==> config.mk <==
export PLATFORM = sky130hd
export DESIGN_NAME = hamming_threshold_confusion_counter_core
export DESIGN_NICKNAME = d
export VERILOG_FILES = /design/src/hdl/htcc_pkg.sv /design/src/hdl/hamming_threshold_confusion_counter_core.sv /design/src/hdl/htcc_lane.sv /design/src/hdl/htcc_merge.sv
export SDC_FILE = /design/constraint.sdc
export NUM_CORES = 1
export LEC_CHECK = 0
export BUFFER_PORTS_ARGS = -buffer_cell sky130_fd_sc_hd__buf_4
export CORE_UTILIZATION = 30
export CTS_BUF_LIST = sky130_fd_sc_hd__clkbuf_2
export CTS_CLUSTER_SIZE = 20
export DETAILED_ROUTE_END_ITERATION = 16
export HOLD_SLACK_MARGIN = 0.05
export PLACE_DENSITY_LB_ADDON = 0.05
export SYNTH_ARGS = -nofsm -noshare
export SYNTH_HDL_FRONTEND = slang
export SYNTH_SLANG_ARGS = --single-unit
==> constraint.sdc <==
create_clock -name aclk -period 6.6 [get_ports aclk]
set_input_delay 1.98 -clock aclk [delete_from_list [all_inputs] [get_ports aclk]]
set_output_delay 1.98 -clock aclk [all_outputs]
set_load 0.005 [all_outputs]
==> src/hdl/htcc_pkg.sv <==
// Shared types, constants and helpers for the Hamming threshold confusion counter.
`default_nettype none

package htcc_pkg;

    // Default structure of the lane array
    localparam int LANES_DEF        = 4;
    localparam int ELEMENT_BITS_DEF = 16;

    // Fixed field widths
    localparam int CODE_BITS  = 64;
    localparam int ID_BITS    = 32;
    localparam int VALID_BITS = 3;
    localparam int DIST_BITS  = 9;
    localparam int COUNT_BITS = 40;

    // Operation codes
    localparam logic OP_COMPARE = 1'b0;
    localparam logic OP_CLEAR   = 1'b1;

    typedef logic [COUNT_BITS-1:0] count_t;
    typedef logic [DIST_BITS-1:0]  dist_t;

    // Input request
    typedef struct packed {
        logic                  op;
        logic [CODE_BITS-1:0]  codes_a;
        logic [CODE_BITS-1:0]  codes_b;
        logic [VALID_BITS-1:0] lanes_valid;
        logic                  last_chunk;
        logic [ID_BITS-1:0]    entity_a;
        logic [ID_BITS-1:0]    entity_b;
    } in_req_t;

    // Result
    typedef struct packed {
        dist_t  distance;
        logic   near_pair;
        logic   same_entity;
        count_t true_pos;
        count_t true_neg;
        count_t false_pos;
        count_t false_neg;
    } out_res_t;

    // Control carried alongside the registered lane flags
    typedef struct packed {
        logic op;
        logic last_chunk;
        logic same_entity;
    } stage_ctrl_t;

    // Saturating increment of a confusion counter
    function automatic count_t sat_inc(input count_t c);
        count_t r;
        r = (&c) ? c : c + count_t'(1);
        return r;
    endfunction

endpackage

`default_nettype wire

==> src/hdl/hamming_threshold_confusion_counter_core.sv <==
// Top level of the Hamming threshold confusion counter: lane array, request stage and merge.
`default_nettype none

// Takes one request per clock; while a result waits for the consumer it keeps
// taking middle chunks and clears. A request passes two registers: the lane
// compare flags (with the entity id compare) and the merge stage's output
// register, so a result is offered on m_valid once its last chunk has moved
// from the flag register into the output register. The merge stage's distance
// and counter update is combinational, which sets the rate of one chunk per
// clock. Middle chunks and clears never wait for the result side; only a last
// chunk stalls when a previous result has not yet been taken. Write max_distance
// only while the block is idle. No clearing pass follows reset.
module hamming_threshold_confusion_counter_core #(
    parameter int LANES        = htcc_pkg::LANES_DEF,
    parameter int ELEMENT_BITS = htcc_pkg::ELEMENT_BITS_DEF
) (
    input  wire logic                aclk,
    input  wire logic                aresetn,
    input  wire logic                cfg_wen,
    input  wire htcc_pkg::dist_t     cfg_wdata,
    input  wire logic                s_valid,
    output logic                     s_ready,
    input  wire htcc_pkg::in_req_t   s_data,
    output logic                     m_valid,
    input  wire logic                m_ready,
    output htcc_pkg::out_res_t       m_data
);

    logic                  accept;
    logic                  s1_advance;
    logic [LANES-1:0]      lane_diff;
    logic                  s1_valid_reg, s1_valid_next;
    htcc_pkg::stage_ctrl_t s1_ctrl_reg, s1_ctrl_next;
    htcc_pkg::dist_t       max_distance_reg, max_distance_next;

    // Request handshake
    assign s_ready = !s1_valid_reg || s1_advance;
    assign accept  = s_valid && s_ready;

    // Lane array
    generate
        for (genvar i = 0; i < LANES; i++) begin : g_lane
            htcc_lane #(
                .ELEMENT_BITS(ELEMENT_BITS),
                .LANE_INDEX  (i)
            ) u_lane (
                .aclk       (aclk),
                .load       (accept),
                .codes_a    (s_data.codes_a),
                .codes_b    (s_data.codes_b),
                .lanes_valid(s_data.lanes_valid),
                .diff_reg   (lane_diff[i])
            );
        end
    endgenerate

    // Request stage control
    always_comb begin
        s1_valid_next = s1_valid_reg && !s1_advance;
        s1_ctrl_next  = s1_ctrl_reg;
        if (accept) begin
            s1_valid_next            = 1'b1;
            s1_ctrl_next.op          = s_data.op;
            s1_ctrl_next.last_chunk  = s_data.last_chunk;
            s1_ctrl_next.same_entity = (s_data.entity_a == s_data.entity_b);
        end
    end

    // Threshold register
    assign max_distance_next = cfg_wen ? cfg_wdata : max_distance_reg;

    always_ff @(posedge aclk) begin
        if (!aresetn) begin
            s1_valid_reg     <= 1'b0;
            max_distance_reg <= '0;
        end else begin
            s1_valid_reg     <= s1_valid_next;
            max_distance_reg <= max_distance_next;
        end
    end

    always_ff @(posedge aclk) begin
        s1_ctrl_reg <= s1_ctrl_next;
    end

    // Merge stage
    htcc_merge #(
        .LANES(LANES)
    ) u_merge (
        .aclk        (aclk),
        .aresetn     (aresetn),
        .s1_valid    (s1_valid_reg),
        .s1_ctrl     (s1_ctrl_reg),
        .lane_diff   (lane_diff),
        .max_distance(max_distance_reg),
        .s1_advance  (s1_advance),
        .m_valid     (m_valid),
        .m_ready     (m_ready),
        .m_data      (m_data)
    );

endmodule

`default_nettype wire

==> src/hdl/htcc_lane.sv <==
// One compare lane: checks whether its element of A and B differ.
`default_nettype none

module htcc_lane #(
    parameter int ELEMENT_BITS = htcc_pkg::ELEMENT_BITS_DEF,
    parameter int LANE_INDEX   = 0
) (
    input  wire logic                            aclk,
    input  wire logic                            load,
    input  wire logic [htcc_pkg::CODE_BITS-1:0]  codes_a,
    input  wire logic [htcc_pkg::CODE_BITS-1:0]  codes_b,
    input  wire logic [htcc_pkg::VALID_BITS-1:0] lanes_valid,
    output logic                                 diff_reg
);

    localparam int LO = LANE_INDEX * ELEMENT_BITS;

    logic diff_next;
    logic lane_on;

    // Lane takes part only below the request's lane count
    assign lane_on = (int'(lanes_valid) > LANE_INDEX);

    generate
        if (LO >= htcc_pkg::CODE_BITS) begin : g_outside
            // Lane lies beyond the code word: both sides read as zero
            assign diff_next = 1'b0;
        end else begin : g_inside
            logic [htcc_pkg::CODE_BITS-1:0] a_sh;
            logic [htcc_pkg::CODE_BITS-1:0] b_sh;
            // Bits past the top of the word shift in as zero
            assign a_sh      = codes_a >> LO;
            assign b_sh      = codes_b >> LO;
            assign diff_next = lane_on && (a_sh[ELEMENT_BITS-1:0] != b_sh[ELEMENT_BITS-1:0]);
        end
    endgenerate

    // Flag register
    always_ff @(posedge aclk) begin
        if (load) begin
            diff_reg <= diff_next;
        end
    end

endmodule

`default_nettype wire

==> src/hdl/htcc_merge.sv <==
// Merge stage: counts lane flags, keeps the running distance and the confusion counters.
`default_nettype none

module htcc_merge #(
    parameter int LANES = htcc_pkg::LANES_DEF
) (
    input  wire logic                  aclk,
    input  wire logic                  aresetn,
    input  wire logic                  s1_valid,
    input  wire htcc_pkg::stage_ctrl_t s1_ctrl,
    input  wire logic [LANES-1:0]      lane_diff,
    input  wire htcc_pkg::dist_t       max_distance,
    output logic                       s1_advance,
    output logic                       m_valid,
    input  wire logic                  m_ready,
    output htcc_pkg::out_res_t         m_data
);

    localparam int CNT_W = $clog2(LANES + 1);

    logic [CNT_W-1:0]            chunk_count;
    logic [htcc_pkg::DIST_BITS:0] dist_sum;
    htcc_pkg::dist_t             dist_val;
    logic                        near_pair;
    logic                        gives_result;

    htcc_pkg::dist_t    partial_reg, partial_next;
    htcc_pkg::count_t   tp_reg, tp_next;
    htcc_pkg::count_t   tn_reg, tn_next;
    htcc_pkg::count_t   fp_reg, fp_next;
    htcc_pkg::count_t   fn_reg, fn_next;
    logic               m_valid_reg, m_valid_next;
    htcc_pkg::out_res_t m_data_reg, m_data_next;

    // Number of differing lanes in this chunk
    always_comb begin
        chunk_count = '0;
        for (int i = 0; i < LANES; i++) begin
            chunk_count = chunk_count + CNT_W'(lane_diff[i]);
        end
    end

    // Running distance, saturating at all ones
    assign dist_sum = {1'b0, partial_reg} + (htcc_pkg::DIST_BITS + 1)'(chunk_count);
    assign dist_val = dist_sum[htcc_pkg::DIST_BITS] ? '1 : dist_sum[htcc_pkg::DIST_BITS-1:0];
    assign near_pair = (dist_val <= max_distance);

    // Only the last chunk of a compare yields a result; others never wait on the output
    assign gives_result = (s1_ctrl.op == htcc_pkg::OP_COMPARE) && s1_ctrl.last_chunk;
    assign s1_advance   = s1_valid && (!gives_result || !m_valid_reg || m_ready);

    // State update
    always_comb begin
        partial_next = partial_reg;
        tp_next      = tp_reg;
        tn_next      = tn_reg;
        fp_next      = fp_reg;
        fn_next      = fn_reg;
        if (s1_advance) begin
            if (s1_ctrl.op == htcc_pkg::OP_CLEAR) begin
                tp_next = '0;
                tn_next = '0;
                fp_next = '0;
                fn_next = '0;
            end else if (s1_ctrl.last_chunk) begin
                partial_next = '0;
                if (near_pair && s1_ctrl.same_entity) begin
                    tp_next = htcc_pkg::sat_inc(tp_reg);
                end else if (!near_pair && !s1_ctrl.same_entity) begin
                    tn_next = htcc_pkg::sat_inc(tn_reg);
                end else if (near_pair) begin
                    fp_next = htcc_pkg::sat_inc(fp_reg);
                end else begin
                    fn_next = htcc_pkg::sat_inc(fn_reg);
                end
            end else begin
                partial_next = dist_val;
            end
        end
    end

    // Output register
    always_comb begin
        m_valid_next = m_valid_reg && !m_ready;
        m_data_next  = m_data_reg;
        if (s1_advance && gives_result) begin
            m_valid_next            = 1'b1;
            m_data_next.distance    = dist_val;
            m_data_next.near_pair   = near_pair;
            m_data_next.same_entity = s1_ctrl.same_entity;
            m_data_next.true_pos    = tp_next;
            m_data_next.true_neg    = tn_next;
            m_data_next.false_pos   = fp_next;
            m_data_next.false_neg   = fn_next;
        end
    end

    always_ff @(posedge aclk) begin
        if (!aresetn) begin
            partial_reg <= '0;
            tp_reg      <= '0;
            tn_reg      <= '0;
            fp_reg      <= '0;
            fn_reg      <= '0;
            m_valid_reg <= 1'b0;
        end else begin
            partial_reg <= partial_next;
            tp_reg      <= tp_next;
            tn_reg      <= tn_next;
            fp_reg      <= fp_next;
            fn_reg      <= fn_next;
            m_valid_reg <= m_valid_next;
        end
    end

    always_ff @(posedge aclk) begin
        m_data_reg <= m_data_next;
    end

    assign m_valid = m_valid_reg;
    assign m_data  = m_data_reg;

    // A clear leaves all four counters at zero
    a_clear_zeroes: assert property (@(posedge aclk) disable iff (!aresetn)
        s1_advance && (s1_ctrl.op == htcc_pkg::OP_CLEAR)
        |=> (tp_reg == '0) && (tn_reg == '0) && (fp_reg == '0) && (fn_reg == '0))
        else $error("counters not cleared");

    // Running distance restarts once a pair is finished
    a_partial_restart: assert property (@(posedge aclk) disable iff (!aresetn)
        s1_advance && gives_result |=> partial_reg == '0)
        else $error("partial distance not restarted");

    // A shown result agrees with the threshold
    a_close_flag: assert property (@(posedge aclk) disable iff (!aresetn)
        m_valid_reg |-> m_data_reg.near_pair == (m_data_reg.distance <= max_distance))
        else $error("near_pair inconsistent with distance");

    // A held result is never overwritten
    a_no_overrun: assert property (@(posedge aclk) disable iff (!aresetn)
        m_valid_reg && !m_ready |-> !(s1_advance && gives_result))
        else $error("result overwritten while stalled");

endmodule

`default_nettype wire

# Word level (Yosys, flattened, before mapping)
# Cells that the tools add are included.
# op_classes
eq_ne	5
n_reduce_logical	27
n_addsub	8
muxes	29
n_lt_le_gt_ge	5
bitwise	1
# ops
op	count
$mux W40	25
$add A40 B1 Y40 const B	4
$reduce_and A40 Y1	4
$ne A16 B16 Y1	4
$eq A32 B32 Y1	1
$mux W9	2
$logic_and A1 B1 Y1	12
$add A9 B3 Y10	1
$le A9 B9 Y1	1
$logic_not A1 Y1	7
$add A3 B1 Y3	2
$gt A3 B1 Y1 const B	2
$gt A3 B2 Y1 const B	2
$logic_or A1 B1 Y1	3
$add A1 B1 Y2	1
$mux W1	2
$reduce_and A2 Y1	1
$not A1 Y1	1
# totals
input_bits	211
out_inout_bits	173
elab_cells	97
reg_bits	358

# Logic depth before layout (Yosys ltp)
# depth
depth_word	13
mapped_depth	21
mapped_depth_nobuf	19

# Modules after synthesis
# From an unflattened synthesis, not the netlist that was laid out.
# unflattened
cells_unflattened	2029
hier_area_um2	19281.0
# by_module_without_submodules
module	n_inst	cells_each	seq_area_each_um2	area_each_um2
htcc_merge	1	1856	8538.2	17633.2
hamming_threshold_confusion_counter_core	1	79	290.3	812.0
htcc_lane (g_lane[0].u_lane ...)	2	24	30.0	210.2
htcc_lane (g_lane[1].u_lane)	1	24	30.0	209.0
htcc_lane (g_lane[3].u_lane)	1	22	30.0	206.4

# Least setup slack after synthesis
# OpenSTA, ideal clock, no wires.
# synth_path
path_kind	input to register
startpoint	input port m_ready
endpoint	register u_merge.tp_reg[1]
setup_ns	0.059
arrival_ns	6.334
slack_ns	0.207
t_required_ns	6.541
n_path_buf	0
cell_stages	6
path_cell_list	nand2b_1 nand3_1 inv_1 and4_1 a32o_1 and2_1
# synth_via
elab_chain_len	3
# synth_lines
element	line_no	source
start, declared	hamming_threshold_confusion_counter_core.sv:25	input wire logic m_ready,
$logic_or A1 B1 Y1	htcc_merge.sv:50	assign s1_advance = s1_valid && (!gives_result || !m_valid_reg || m_ready);
$logic_and A1 B1 Y1	htcc_merge.sv:50	
$mux W40	htcc_merge.sv:59	if (s1_advance) begin
named net u_merge.tp_next[1]	htcc_merge.sv:28	htcc_pkg::count_t tp_reg, tp_next;
end signal, assigned	htcc_merge.sv:108	tp_reg <= tp_next;
end, declared	htcc_merge.sv:28	
# The timed path passes the listed nets, and every way through them passes these cells.
# A chain may end at the register's enable or synchronous reset.

# Worst setup path after layout
# layout_path
startpoint	register g_lane[1].u_lane.diff_reg
endpoint	register u_merge.m_data_reg, in the netlist u_merge.m_data[19] (data pin)
# layout_via
elab_chain_len	13
word_cells_on_any_way	15
classes_between	add/sub (4); order compare (1); mux (7); reduce/logical (3)
# layout_lines
element	line_no	source
start, declared	htcc_lane.sv:13	output logic diff_reg
start signal, assigned	htcc_lane.sv:41	diff_reg <= diff_next;
$add A1 B1 Y2 (*)	htcc_merge.sv:39	chunk_count = chunk_count + CNT_W'(lane_diff[i]);
$add A3 B1 Y3 (*) (2 in a row)	htcc_merge.sv:39	
$add A9 B3 Y10 (*)	htcc_merge.sv:44	assign dist_sum = {1'b0, partial_reg} + (htcc_pkg::DIST_BITS + 1)'(chunk_count);
$mux W9 (*)	htcc_merge.sv:45	assign dist_val = dist_sum[htcc_pkg::DIST_BITS] ? '1 : dist_sum[htcc_pkg::DIST_BITS-1:0];
named net u_merge.dist_val[6]	htcc_merge.sv:23	htcc_pkg::dist_t dist_val;
$le A9 B9 Y1 (*)	htcc_merge.sv:46	assign near_pair = (dist_val <= max_distance);
$logic_not A1 Y1	htcc_merge.sv:69	end else if (!near_pair && !s1_ctrl.same_entity) begin
$logic_and A1 B1 Y1	htcc_merge.sv:69	
$mux W40	htcc_merge.sv:69	
$mux W40 (*)	htcc_merge.sv:67	if (near_pair && s1_ctrl.same_entity) begin
$mux W40 (*)	htcc_merge.sv:65	end else if (s1_ctrl.last_chunk) begin
$mux W40 (*)	htcc_merge.sv:60	if (s1_ctrl.op == htcc_pkg::OP_CLEAR) begin
$mux W40 (*)	htcc_merge.sv:59	
named net u_merge.fn_next[19]	htcc_merge.sv:31	htcc_pkg::count_t fn_reg, fn_next;
end signal, assigned	htcc_merge.sv:117	m_data_reg <= m_data_next;
end, declared	htcc_merge.sv:33	htcc_pkg::out_res_t m_data_reg, m_data_next;
# The timed path passes the listed nets; every way through them passes the cells marked *.

==> summary.md <==
| Metric | Value |
|---|---|
| Share of cells above drive strength 1 | `about a quarter` |
| Htree depth | `3` |
| CP Data Required Time | `7.38 ns` |
| Arr. time, crit path | `about 6.8 ns` |
| Post-Route WL | `65,400 um` |
| Final hold vios | `0` |
| Average cell area after synthesis | `around 9.4 um^2` |
| Initial detailed-routing violation count | `a little over 900` |
| CTS tree | `done` |
| Critical path capture point type | `register` |
| Cell Area, Placed | `roughly 0.023 mm^2` |
| Setup crit start kind | `register` |
| Drc violations | `0` |
| Resized cells post-CTS | `0` |
| Synth Flop Type | `dfxtp_1` |
| I/O Pins | `384` |
| Post-synth top area share | `about 28%` |
| Clock latency on the worst-skew pair | `about 1.1 ns` |
| Most frequent cells in the layout | `buf_4, nand2_1, mux2i_1, dfxtp_1, edfxtp_1` |
| Synthesis Warnings | `0` |
| Clk network pwr share | `between 30% and 40%` |
| HPWL Detailed | `between 40,000 and 50,000 um` |
| Max frequency | `165 MHz` |
| Relative slew slack | `a little over a quarter` |
| Post-synthesis register bit count | `between 300 and 400` |
| Design Power | `~0.0044 W` |
| Max cap viols | `0` |
| 1st-pass router iterations | `5` |
| # setup viols final | `0` |
| Setup slack after layout | `0.548 ns` |
| Sw Ratio | `about 29%` |
| Final core occ | `approximately 38%` |
| Fin Clk Skew | `around 0.06 ns` |
| Initial Utilization | `slightly above 30%` |
| WL per Instance | `between 15 and 20 um` |
| Crit share post-route | `between 90% and 100%` |
| Vias in the first global route | `roughly 17k` |
| Hold buffer count at cts | `0` |
| Core ar. | `about 0.063 mm^2` |
| Clock slew at reported path FFs | `0.09 ns` |
| Area of the multi-input gates | `around 0.0097 mm^2` |
| Power Density | `around 190 mW/mm^2` |
| CTS buffer count | `~100` |
| Crit path kind | `reg2reg` |
| Fin area | `around 0.024 mm^2` |
| Lkg Pwr | `~9.0 nW` |
| Max Fanout on Critical Path | `23` |
| Worst Tran Pin Value | `1.10 ns` |
| Layout Nets | `~2.7k` |
| Synth top area cells | `edfxtp_1, dfxtp_1, mux2i_1` |
| Largest net degree at the start of global routing | `a little over 100` |
| Max reg flops | `about 170` |
| First-pass GRT wire length | `about 99,000 um` |
| Fin. max-slew vios | `0` |
| Mapped Cells | `about 2.0k` |
| Combinational share of power | `about a tenth` |
| Post-synth EDFFs | `around 180` |
| Vias | `16.8k` |
| Share of total power in sequential cells | `a little over half` |
| IO buf count | `between 300 and 400` |
| Commonest non-fill, non-tap cell in the layout | `buf_4` |
| Switching power | `0.00126 W` |
| Num rows | `92` |
| Bufs on Longest Clock Path | `3` |
| Area Overhead vs Synth | `24.0%` |
| Filler cell count in the final layout | `roughly 6.5k` |
| Synthesized area | `between 0.015 and 0.02 mm^2` |
| Die Y | `~260 um` |
| Library cells used by synthesis | `slightly above 60` |
| Register area | `0.00895 mm^2` |
| Syn_nets | `between 2k and 2.5k` |
| Setup Fix Bufs, Post-CTS | `0` |
| Die Wd | `between 200 and 300 um` |
| Final critical-path required period | `6.05 ns` |
| RSZ-0062 raised after global routing | `false` |
| Int Pwr | `approximately 0.0032 W` |
| Gpl congestion | `0.833` |
| Leading area contributor after synthesis | `edfxtp_1` |
| Antenna violations before repair | `6` |
| CTS root buffer | `clkbuf_2` |
| Fraction of registers with async set/reset | `0%` |
| Post-route ant nets | `0` |
| Vias per std cell | `between 4 and 5` |
| Setup tns final | `0 ns` |
| Status | `finished, final reports clean` |
| Sequential share of the synthesized area | `46.6%` |
| Die Area | `around 0.065 mm^2` |
| Hold WC Path Type | `reg2reg` |
| Max rail drop VDD | `0.0741 mV` |
| CTS Sinks | `358` |
| Total grt overflow | `0` |
| GR Util All Layers | `between 10% and 20%` |
| Post-place setup slack | `approximately 0.61 ns` |
-- worst max-delay path: stages, from the launching register on --
cell and delay [ns]:
edfxtp_1 0.38, ha_1 0.28, inv_1 0.05, fa_1 0.35, inv_1 0.06, ha_1 0.23
ha_1 0.27, a21o_1 0.18, a21oi_1 0.50, or3_1 0.35, nand2_1 0.14, ha_1 0.34
a21oi_1 0.07, o21ai_0 0.37, nor3_2 0.15, nor2_1 0.56, inv_1 0.63, nor4_1 0.68
mux2i_1 0.15
-- cell families (layout without fill, tap and decap cells) --
logic type	after synthesis	in the layout	synth area share, %
DFF	358	358	46.6
other	0	3	0
xor gates and xnor gates	114	114	5.20
and+or+nand+nor	1003	1003	27.1
adders and majority gates	20	20	1.38
AOI/OAI and AO/OA	159	159	4.74
buffers and inverters	161	642	3.32
muxes	223	223	11.6
-- power groups by stage --
stage                     clock (W)  combinational (W)  sequential (W)
after floorplan                   0           0.000207         0.00240
after global placement            0           0.000427         0.00240
after detailed placement          0           0.000432         0.00240
after CTS                   0.00177           0.000432         0.00235
after global routing        0.00188           0.000466         0.00235
final                       0.00166           0.000422         0.00235
-- worst paths after layout --
kind                                         to  slack, ns                           startpoint  depth (start not counted)
setup / recovery   u_merge.m_data[19]$_DFFE_PP_       0.55  g_lane[1].u_lane.diff_reg$_DFFE_PP_                         18
hold / removal    u_merge.fp_reg[39]$_SDFF_PN0_       0.48        u_merge.fp_reg[39]$_SDFF_PN0_                          2
setup reg to reg   u_merge.m_data[19]$_DFFE_PP_       0.55  g_lane[1].u_lane.diff_reg$_DFFE_PP_                         18
hold reg to reg   u_merge.fp_reg[39]$_SDFF_PN0_       0.48        u_merge.fp_reg[39]$_SDFF_PN0_                          2
-- synthesized netlist by cell type (all sizes together) (10+ instances only) --
master / number
mux2i: 222
or4: 10
nand3: 73
nand2b: 93
or3: 127
xnor2: 62
ha: 18
clkbuf: 99
nand4: 78
nor2: 98
dfxtp: 180
inv: 52
and3: 23
nor3: 72
and4: 13
nand2: 324
nor4: 64
a21oi: 76
o21ai: 41
xor2: 52
edfxtp: 178
buf: 10
-- cell type report --
| cell class | instances | area share, % |
|---|---|---|
| clock inverter | 26 | 0.415 |
| inverter | 52 | 0.841 |
| timing repair buffer | 401 | 12.7 |
| sequential | 358 | 37.6 |
| clock buffer | 163 | 3.43 |
| tap | 846 | 4.44 |
| antenna | 3 | 0.0315 |
| multi-input combinational | 1519 | 40.5 |
-- stage by stage --
stage          instances  hold slack, ns
5_1_grt             3366           0.521
4_1_cts             3365           0.486
2_1_floorplan       2038           0.448
3_5_place_dp        3176           0.472
3_3_place_gp        3176           0.456
6_report            3368           0.482
-- per-layer routing --
metal,up-vias,share of wire [%],GRT usage (%)
li1,8189,-,-
met1,7982,42,24.3
met2,545,49,34.5
met3,103,6.1,4.36
met4,0,2.9,7.37
met5,-,0,0
Power figures use the tool's default switching activity.
